==> src/bipd_pkg.sv <==
`timescale 1ns / 1ps
// Types, opcode constants and decode helpers of the bytecode predecoder.
package bipd_pkg;

    localparam logic [7:0]  OP_CALL        = 8'hD9;
    localparam logic [7:0]  OP_POP         = 8'h45;
    localparam logic [7:0]  OP_PUSH_FIRST  = 8'hC0;
    localparam logic [7:0]  OP_PUSH_LAST   = 8'hC3;
    localparam logic [7:0]  OP_BREAK       = 8'hFF;
    localparam logic [15:0] BREAK_EXTRA_OP = 16'hFFF5;  // operand -11
    localparam logic [7:0]  OP_BRANCH_B6   = 8'hB6;
    localparam logic [7:0]  OP_BRANCH_B7   = 8'hB7;
    localparam logic [7:0]  OP_BRANCH_B8   = 8'hB8;
    localparam logic [7:0]  OP_ENV_BA      = 8'hBA;
    localparam logic [7:0]  OP_ENV_BB      = 8'hBB;
    localparam logic [7:0]  OP_COMPARE     = 8'h15;

    localparam logic [3:0]  SIZE_ONE_WORD    = 4'd4;
    localparam logic [3:0]  SIZE_TWO_WORDS   = 4'd8;
    localparam logic [3:0]  SIZE_THREE_WORDS = 4'd12;

    localparam logic CFG_CODE_START  = 1'b0;
    localparam logic CFG_CODE_LENGTH = 1'b1;

    typedef logic [1:0] pending_t;

    typedef struct packed {
        logic [31:0]        instr_address;
        logic [7:0]         opcode;
        logic [3:0]         type_low;
        logic [3:0]         type_high;
        logic signed [15:0] operand;
        logic               extra_valid;
        logic [31:0]        extra_word;
        logic [3:0]         instr_size;
        logic [31:0]        branch_target;
        logic [7:0]         compare_kind;
        logic               last;
    } result_t;

    // Number of extra words that follow an instruction's first word.
    function automatic pending_t extra_count(input logic [31:0] word);
        logic [7:0] op;
        logic [3:0] t;
        pending_t   n;
        op = word[31:24];
        t  = word[19:16];
        n  = 2'd0;
        if (op == OP_CALL || op == OP_POP)
        begin
            n = 2'd1;
        end
        else if (op >= OP_PUSH_FIRST && op <= OP_PUSH_LAST)
        begin
            if (t == 4'd0 || t == 4'd3)
            begin
                n = 2'd2;
            end
            else if (t == 4'd1 || t == 4'd2 || t == 4'd4 || t == 4'd5 || t == 4'd6)
            begin
                n = 2'd1;
            end
        end
        else if (op == OP_BREAK && word[15:0] == BREAK_EXTRA_OP)
        begin
            n = 2'd1;
        end
        return n;
    endfunction

    function automatic logic is_jump(input logic [7:0] op);
        return op == OP_BRANCH_B6 || op == OP_BRANCH_B7 || op == OP_BRANCH_B8 ||
               op == OP_ENV_BA || op == OP_ENV_BB;
    endfunction

endpackage

==> src/bipd_core.sv <==
`timescale 1ns / 1ps
// Decode state and field logic: one code word in, at most one result out.
module bipd_core
    import bipd_pkg::*;
(
    input  logic        clk,
    input  logic        rst_n,
    input  logic        cfg_write,
    input  logic        cfg_index,
    input  logic [31:0] cfg_data,
    input  logic        accept,
    input  logic [31:0] code_word,
    output logic        res_valid,
    output result_t     res
);

    logic [31:0] code_start_reg, code_start_next;
    logic [31:0] code_length_reg, code_length_next;
    logic [31:0] next_addr_reg, next_addr_next;
    logic [31:0] held_word_reg, held_word_next;
    logic [31:0] held_addr_reg, held_addr_next;
    pending_t    pending_reg, pending_next;
    logic        captured_reg, captured_next;
    logic        finished_reg, finished_next;

    logic        pending_zero;
    logic [31:0] end_addr;
    logic [31:0] first_word;
    logic [31:0] base_addr;
    pending_t    n_extra;
    pending_t    pending_dec;
    logic [3:0]  size;
    logic [31:0] after_addr;
    logic [31:0] offset;
    logic        in_range;
    logic        is_last;
    logic        emit_first;
    logic        emit_extra;

    always_comb
    begin
        pending_zero = (pending_reg == 2'd0);
        end_addr     = code_start_reg + code_length_reg;
        first_word   = pending_zero ? code_word : held_word_reg;
        base_addr    = pending_zero ? next_addr_reg : held_addr_reg;
        n_extra      = extra_count(first_word);
        pending_dec  = pending_reg - 2'd1;
        size         = {n_extra, 2'b00} + SIZE_ONE_WORD;
        after_addr   = base_addr + {28'd0, size};
        offset       = {{7{first_word[22]}}, first_word[22:0], 2'b00};
        in_range     = next_addr_reg < end_addr;
        is_last      = !(after_addr < end_addr);
        emit_first   = accept && !finished_reg && pending_zero && in_range &&
                       (n_extra == 2'd0);
        emit_extra   = accept && !finished_reg && !pending_zero && !captured_reg;
        res_valid    = emit_first || emit_extra;

        res.instr_address = base_addr;
        res.opcode        = first_word[31:24];
        res.type_low      = first_word[19:16];
        res.type_high     = first_word[23:20];
        res.operand       = first_word[15:0];
        res.extra_valid   = !pending_zero;
        res.extra_word    = pending_zero ? 32'd0 : code_word;
        res.instr_size    = size;
        res.branch_target = is_jump(first_word[31:24]) ? base_addr + offset : 32'd0;
        res.compare_kind  = (first_word[31:24] == OP_COMPARE) ? first_word[15:8] : 8'd0;
        res.last          = is_last;
    end

    always_comb
    begin
        code_start_next  = code_start_reg;
        code_length_next = code_length_reg;
        next_addr_next   = next_addr_reg;
        held_word_next   = held_word_reg;
        held_addr_next   = held_addr_reg;
        pending_next     = pending_reg;
        captured_next    = captured_reg;
        finished_next    = finished_reg;

        if (cfg_write && cfg_index == CFG_CODE_LENGTH)
        begin
            code_length_next = cfg_data;
        end

        if (cfg_write && cfg_index == CFG_CODE_START)
        begin
            // restart the entry at the new start address
            code_start_next = cfg_data;
            next_addr_next  = cfg_data;
            pending_next    = 2'd0;
            captured_next   = 1'b0;
            finished_next   = 1'b0;
        end
        else if (accept && !finished_reg)
        begin
            if (pending_zero)
            begin
                if (in_range)
                begin
                    if (n_extra == 2'd0)
                    begin
                        next_addr_next = after_addr;
                        finished_next  = is_last;
                    end
                    else
                    begin
                        held_word_next = code_word;
                        held_addr_next = next_addr_reg;
                        pending_next   = n_extra;
                        captured_next  = 1'b0;
                    end
                end
            end
            else if (!captured_reg)
            begin
                next_addr_next = after_addr;
                if (is_last)
                begin
                    finished_next = 1'b1;
                    pending_next  = 2'd0;
                    captured_next = 1'b0;
                end
                else
                begin
                    pending_next  = pending_dec;
                    captured_next = (pending_dec != 2'd0);
                end
            end
            else
            begin
                // second extra word: drop it
                pending_next = pending_dec;
                if (pending_dec == 2'd0)
                begin
                    captured_next = 1'b0;
                end
            end
        end
    end

    always_ff @(posedge clk or negedge rst_n)
    begin
        if (!rst_n)
        begin
            code_start_reg  <= 32'd0;
            code_length_reg <= 32'd0;
            next_addr_reg   <= 32'd0;
            pending_reg     <= 2'd0;
            captured_reg    <= 1'b0;
            finished_reg    <= 1'b0;
        end
        else
        begin
            code_start_reg  <= code_start_next;
            code_length_reg <= code_length_next;
            next_addr_reg   <= next_addr_next;
            pending_reg     <= pending_next;
            captured_reg    <= captured_next;
            finished_reg    <= finished_next;
        end
    end

    always_ff @(posedge clk)
    begin
        held_word_reg <= held_word_next;
        held_addr_reg <= held_addr_next;
    end

endmodule

==> src/bipd_out_skid.sv <==
`timescale 1ns / 1ps
// Two-entry result buffer: output register plus skid register.
module bipd_out_skid
    import bipd_pkg::*;
(
    input  logic    clk,
    input  logic    rst_n,
    input  logic    push,
    input  result_t push_data,
    output logic    can_accept,
    output logic    out_valid,
    input  logic    out_ready,
    output result_t out_data
);

    logic    main_valid_reg, main_valid_next;
    logic    skid_valid_reg, skid_valid_next;
    result_t main_data_reg, main_data_next;
    result_t skid_data_reg, skid_data_next;
    logic    pop;

    always_comb
    begin
        pop             = main_valid_reg && out_ready;
        main_valid_next = main_valid_reg;
        skid_valid_next = skid_valid_reg;
        main_data_next  = main_data_reg;
        skid_data_next  = skid_data_reg;

        if (skid_valid_reg) begin
            // input side is held off; advance the skid beat on a pop
            if (pop) begin
                main_data_next  = skid_data_reg;
                skid_valid_next = 1'b0;
            end
        end
        else if (push) begin
            if (!main_valid_reg || pop) begin
                main_data_next  = push_data;
                main_valid_next = 1'b1;
            end
            else begin
                skid_data_next  = push_data;
                skid_valid_next = 1'b1;
            end
        end
        else if (pop) begin
            main_valid_next = 1'b0;
        end
    end

    always_ff @(posedge clk or negedge rst_n)
    begin
        if (!rst_n) begin
            main_valid_reg <= 1'b0;
            skid_valid_reg <= 1'b0;
        end
        else begin
            main_valid_reg <= main_valid_next;
            skid_valid_reg <= skid_valid_next;
        end
    end

    always_ff @(posedge clk)
    begin
        main_data_reg <= main_data_next;
        skid_data_reg <= skid_data_next;
    end

    assign can_accept = !skid_valid_reg;
    assign out_valid  = main_valid_reg;
    assign out_data   = main_data_reg;

endmodule

==> src/bytecode_instruction_predecoder.sv <==
`timescale 1ns / 1ps
// Top level of the bytecode instruction predecoder.
//
// Usage:
//   Input channel (in_valid/in_ready/code_word) carries one 32-bit code word
//   per beat, in address order, starting at code_start.
//   Output channel (out_valid/out_ready + fields) carries one decoded
//   instruction per beat. An instruction with extra words gives its beat
//   after its first extra word; a second push extra word gives none.
//   Configuration: cfg_write with cfg_index 0 sets code_start and restarts
//   decoding there; index 1 sets code_length. Write only while idle.
// Output: a result is registered from the beat of the word that completes
//   it into the output register, or into the skid register while stalled.
// Throughput: one code word per cycle while in_ready is high; decode is a single
//   registered pass through field logic, three 32-bit adders and two compares.
// Stall: a two-entry output buffer lets one more result be taken while the
//   receiver holds out_ready low; in_ready drops once both entries are full.
// Reset: clears code_start, code_length and the address counter to zero and
//   empties the output buffer; with zero length every word is dropped
//   until the registers are written.
module bytecode_instruction_predecoder
    import bipd_pkg::*;
(
    input  logic               clk,
    input  logic               rst_n,
    input  logic               cfg_write,
    input  logic               cfg_index,
    input  logic [31:0]        cfg_data,
    input  logic               in_valid,
    output logic               in_ready,
    input  logic [31:0]        code_word,
    output logic               out_valid,
    input  logic               out_ready,
    output logic [31:0]        instr_address,
    output logic [7:0]         opcode,
    output logic [3:0]         type_low,
    output logic [3:0]         type_high,
    output logic signed [15:0] operand,
    output logic               extra_valid,
    output logic [31:0]        extra_word,
    output logic [3:0]         instr_size,
    output logic [31:0]        branch_target,
    output logic [7:0]         compare_kind,
    output logic               last
);

    logic    accept;
    logic    res_valid;
    result_t res;
    result_t out_data;

    // a code word is taken when in_valid is high and the skid entry is free
    assign accept = in_valid && in_ready;

    bipd_core u_core (
        .clk       (clk),
        .rst_n     (rst_n),
        .cfg_write (cfg_write),
        .cfg_index (cfg_index),
        .cfg_data  (cfg_data),
        .accept    (accept),
        .code_word (code_word),
        .res_valid (res_valid),
        .res       (res)
    );

    bipd_out_skid u_out (
        .clk        (clk),
        .rst_n      (rst_n),
        .push       (res_valid),
        .push_data  (res),
        .can_accept (in_ready),
        .out_valid  (out_valid),
        .out_ready  (out_ready),
        .out_data   (out_data)
    );

    // unpack the result beat onto the field ports
    assign instr_address = out_data.instr_address;
    assign opcode        = out_data.opcode;
    assign type_low      = out_data.type_low;
    assign type_high     = out_data.type_high;
    assign operand       = out_data.operand;
    assign extra_valid   = out_data.extra_valid;
    assign extra_word    = out_data.extra_word;
    assign instr_size    = out_data.instr_size;
    assign branch_target = out_data.branch_target;
    assign compare_kind  = out_data.compare_kind;
    assign last          = out_data.last;

endmodule

==> config.mk <==
export PLATFORM = sky130hd
export DESIGN_NAME = bytecode_instruction_predecoder
export DESIGN_NICKNAME = d
export VERILOG_FILES = /design/src/bipd_pkg.sv /design/src/bipd_core.sv /design/src/bipd_out_skid.sv /design/src/bytecode_instruction_predecoder.sv
export SDC_FILE = /design/constraint.sdc
export NUM_CORES = 1
export LEC_CHECK = 0
export BUFFER_PORTS_ARGS = -buffer_cell sky130_fd_sc_hd__buf_2
export CAP_MARGIN = 5
export CORE_ASPECT_RATIO = 1.1
export CORE_MARGIN = 2
export CORE_UTILIZATION = 60
export CTS_CLUSTER_SIZE = 8
export DETAILED_ROUTE_END_ITERATION = 7
export PLACE_DENSITY = 0.92
export SLEW_MARGIN = 20
export SYNTH_ARGS = -nofsm -noshare
export SYNTH_HDL_FRONTEND = slang
export SYNTH_SLANG_ARGS = --single-unit
==> constraint.sdc <==
create_clock -name clk -period 16.8 [get_ports clk]
set_input_delay 3.36 -clock clk [delete_from_list [all_inputs] [get_ports clk]]
set_output_delay 3.36 -clock clk [all_outputs]
set_load 0.05 [all_outputs]
==> summary.txt <==
Synthesis-stage register bit count -> 446
Total CTS buffers -> 61
Number of routed nets with antenna violations -> 0
Fillers -> 2486
Rows -> 74
Clk slew on worst S/H paths -> 50 ps
Crit end category -> flip-flop
GRT Util Overall -> 0.283
P per Cell Area -> 223 nW/um^2
Synth cell types -> 74
Fin. Hold Viols -> 0
Initial cell density of the core -> 0.606
Wirelength per Cell -> 22.1 um
Max Cap Viol -> 0
Clock power frac -> 0.191
Switching portion of total power -> 0.443
Run status -> complete, no violations
DP Wirelength -> 38.0 mm
Ys async rst share -> 0.229
Largest net degree at the start of global routing -> 75
Clk_lat worst skew -> 610 ps
Mapped Avg Cell Area -> 12.7 um^2
Hold Buf Count CTS -> 0
Clk Tree Root Cell -> clkbuf_16
# IOs -> 214
Vias -> 15636
CP required -> 17300 ps
CTS tree -> yes
Leak -> 10.5 nW
Synth Instances -> 1774
PostCTS Resize Cnt -> 0
Initial antenna violation count -> 1
FMAX -> 111 MHz
Setup TNS -> 0 ps
Register area share after synthesis -> 0.574
First-pass DRT Iterations -> 5
Gate power share -> 0.494
IO Port Bufs -> 211
Worst Tran Pin Value -> 983 ps
First DRT Iteration DRCs -> 1295
Design Power -> 0.00574 W
Peak VDD IR -> 0.168 mV
Post-layout min period -> 8970 ps
Final Util -> 0.694
Area grow syn2layout -> 14.5%
Critical path class -> in2reg
Share of cells above drive strength 1 -> 0.245
Slew headroom -> 0.345
Main synth FF type -> edfxtp_1
Final net count -> 2200
Synthesis Warnings -> 0
Horiz. Die Dim -> 188 um
Flop pwr share -> 0.315
RD Place Congestion -> 0.932
Clk_skew -> 21.0 ps
Internal Power -> 0.00319 W
Post-Syn Area -> 22500 um^2
Critical Path Source Type -> input port
Clk buf depth -> 3
First-pass GRT wire length -> 86.4 mm
CORE AREA -> 37000 um^2
CP Max Fanout -> 7
H-tree levels -> 2
DIE HEIGHT -> 207 um
Routed WL -> 55.6 mm
Overflow after GRT -> 0
NetSw -> 0.00254 W
Vias per cell -> 6.21
Clock Sink Count -> 446
Hold Path Class -> reg2reg
WP data arrival -> 9470 ps
Max Slew Vio Count -> 0
Number of global-route vias before repair -> 16070
Die ar. -> 39000 um^2
Setup violators final -> 0
Post-CTS Setup Bufs -> 0
Number of flops mapped to enable cells by yosys -> 344
# DRC -> 0
RSZ-0062 raised after global routing -> no
Period utilization -> 0.534
==> routing by layer <==
layer	wire length, um	global-route usage
met5	0	0
met1	22300	0.369
met4	2280	0.123
met2	27000	0.480
met3	4040	0.0380
==> kinds of logic (layout without fill, tap and decap cells) <==
| family | after synthesis | count (layout) | synth area share |
|---|---|---|---|
| adder cells (fa/ha/maj) | 127 | 127 | 0.0718 |
| multiplexers | 233 | 233 | 0.115 |
| buffers and inverters | 111 | 358 | 0.0202 |
| AO/OA/AOI/OAI | 327 | 327 | 0.0931 |
| flip-flops | 446 | 446 | 0.574 |
| AND/OR/NAND/NOR | 445 | 445 | 0.0936 |
| XOR/XNOR | 84 | 84 | 0.0328 |
| other | 1 | 3 | 0.000167 |
==> power by group through the flow <==
| stage | clock (W) | sequential [W] | combinational, W |
|---|---|---|---|
| global placement | 0 | 0.00180 | 0.00269 |
| detailed placement | 0 | 0.00182 | 0.00277 |
| floorplan | 0 | 0.00246 | 0.00148 |
| finish | 0.00110 | 0.00181 | 0.00283 |
| global route | 0.00115 | 0.00183 | 0.00303 |
| CTS | 0.00111 | 0.00180 | 0.00281 |
==> cells in the final DEF, fill, tap and decap left out, types with 11 or more instances in the layout <==
master,instances
buf_2,210
mux2i_1,54
a211oi_1,15
edfxtp_1,344
inv_1,47
xor2_1,31
buf_4,17
nor3_1,20
o21ai_0,85
nand3_1,23
a21o_1,48
clkbuf_1,17
nor2_1,88
clkbuf_16,61
a21oi_1,80
nor2b_1,44
dfrtp_1,101
nand2_1,185
o21bai_1,11
nand4_1,26
mux2_2,177
ha_1,123
xnor2_1,53
o31ai_1,29
==> cells in the mapped netlist, types with 7 or more instances <==
| cell type | count | area [um^2] |
|---|---|---|
| a211oi_1 | 15 | 113 |
| a21o_1 | 48 | 360 |
| a21oi_1 | 81 | 405 |
| a31oi_1 | 9 | 56.3 |
| and2_1 | 10 | 62.6 |
| and3_1 | 8 | 50.1 |
| buf_2 | 9 | 45.0 |
| buf_4 | 7 | 52.6 |
| clkbuf_1 | 41 | 154 |
| dfrtp_1 | 102 | 2550 |
| edfxtp_1 | 344 | 10300 |
| ha_1 | 124 | 1550 |
| inv_1 | 48 | 180 |
| mux2_2 | 177 | 1990 |
| mux2i_1 | 54 | 541 |
| nand2_1 | 185 | 694 |
| nand3_1 | 23 | 115 |
| nand4_1 | 26 | 163 |
| nor2_1 | 88 | 330 |
| nor2b_1 | 45 | 282 |
| nor3_1 | 20 | 100 |
| o21ai_0 | 85 | 425 |
| o21bai_1 | 11 | 82.6 |
| o31ai_1 | 29 | 218 |
| xnor2_1 | 53 | 464 |
| xor2_1 | 31 | 272 |
==> path summary, 6_finish.rpt <==
path                                            from                        end  slack [ps]  cells past startpoint
max                                    code_word[26]      u_core.pending_reg[0]        7830                     24
min                        u_core.code_start_reg[25]  u_core.code_start_reg[25]         480                      2
max reg2reg                    u_core.pending_reg[0]      u_core.pending_reg[0]        8730                     26
min reg2reg                u_core.code_start_reg[25]  u_core.code_start_reg[25]         480                      2
max in group asynchronous                      rst_n  u_core.code_length_reg[9]       12860                      2
min in group asynchronous                      rst_n  u_core.code_start_reg[31]        2800                      1
==> worst max-delay path, stage by stage <==
cell       delay (ps)
buf_2             140
mux2i_1           420
nand4_1           150
or4_1             570
o211ai_1          660
inv_1             210
ha_1              430
ha_1              320
a21o_1            110
and3_1            230
nand2_1           120
nor3_2            220
nand2_1           280
nor2_1            190
xnor2_1           160
ha_1              280
a21o_1            160
a21o_1            160
a21oi_1           150
o211ai_1          100
a31o_2            250
a2111oi_0         430
a211oi_1           80
a211oi_1          260
==> stage by stage <==
| stage | area [um^2] | worst slack, ps | instances | hold WS (ps) |
|---|---|---|---|---|
| finish | 25700 | 7830 | 2517 | 479 |
| global route | 25700 | 7390 | 2517 | 504 |
| CTS | 25700 | 7910 | 2516 | 480 |
| detailed placement | 24000 | 7410 | 2434 | 467 |
| global placement | 24000 | 7570 | 2434 | 462 |
| floorplan | 22500 | 4640 | 1775 | 450 |
==> final cells by class <==
class                      instances  area, um^2  share of cell area
sequential                       446       12900               0.501
multi-input combinational       1218        9160               0.356
clock buffer                      79        1600              0.0624
timing repair buffer             227        1180              0.0459
tap                              494         618              0.0241
inverter                          49         186             0.00725
clock inverter                     3        66.3             0.00258
antenna                            1        2.50           0.0000974
(Power assumes the default switching activity.)
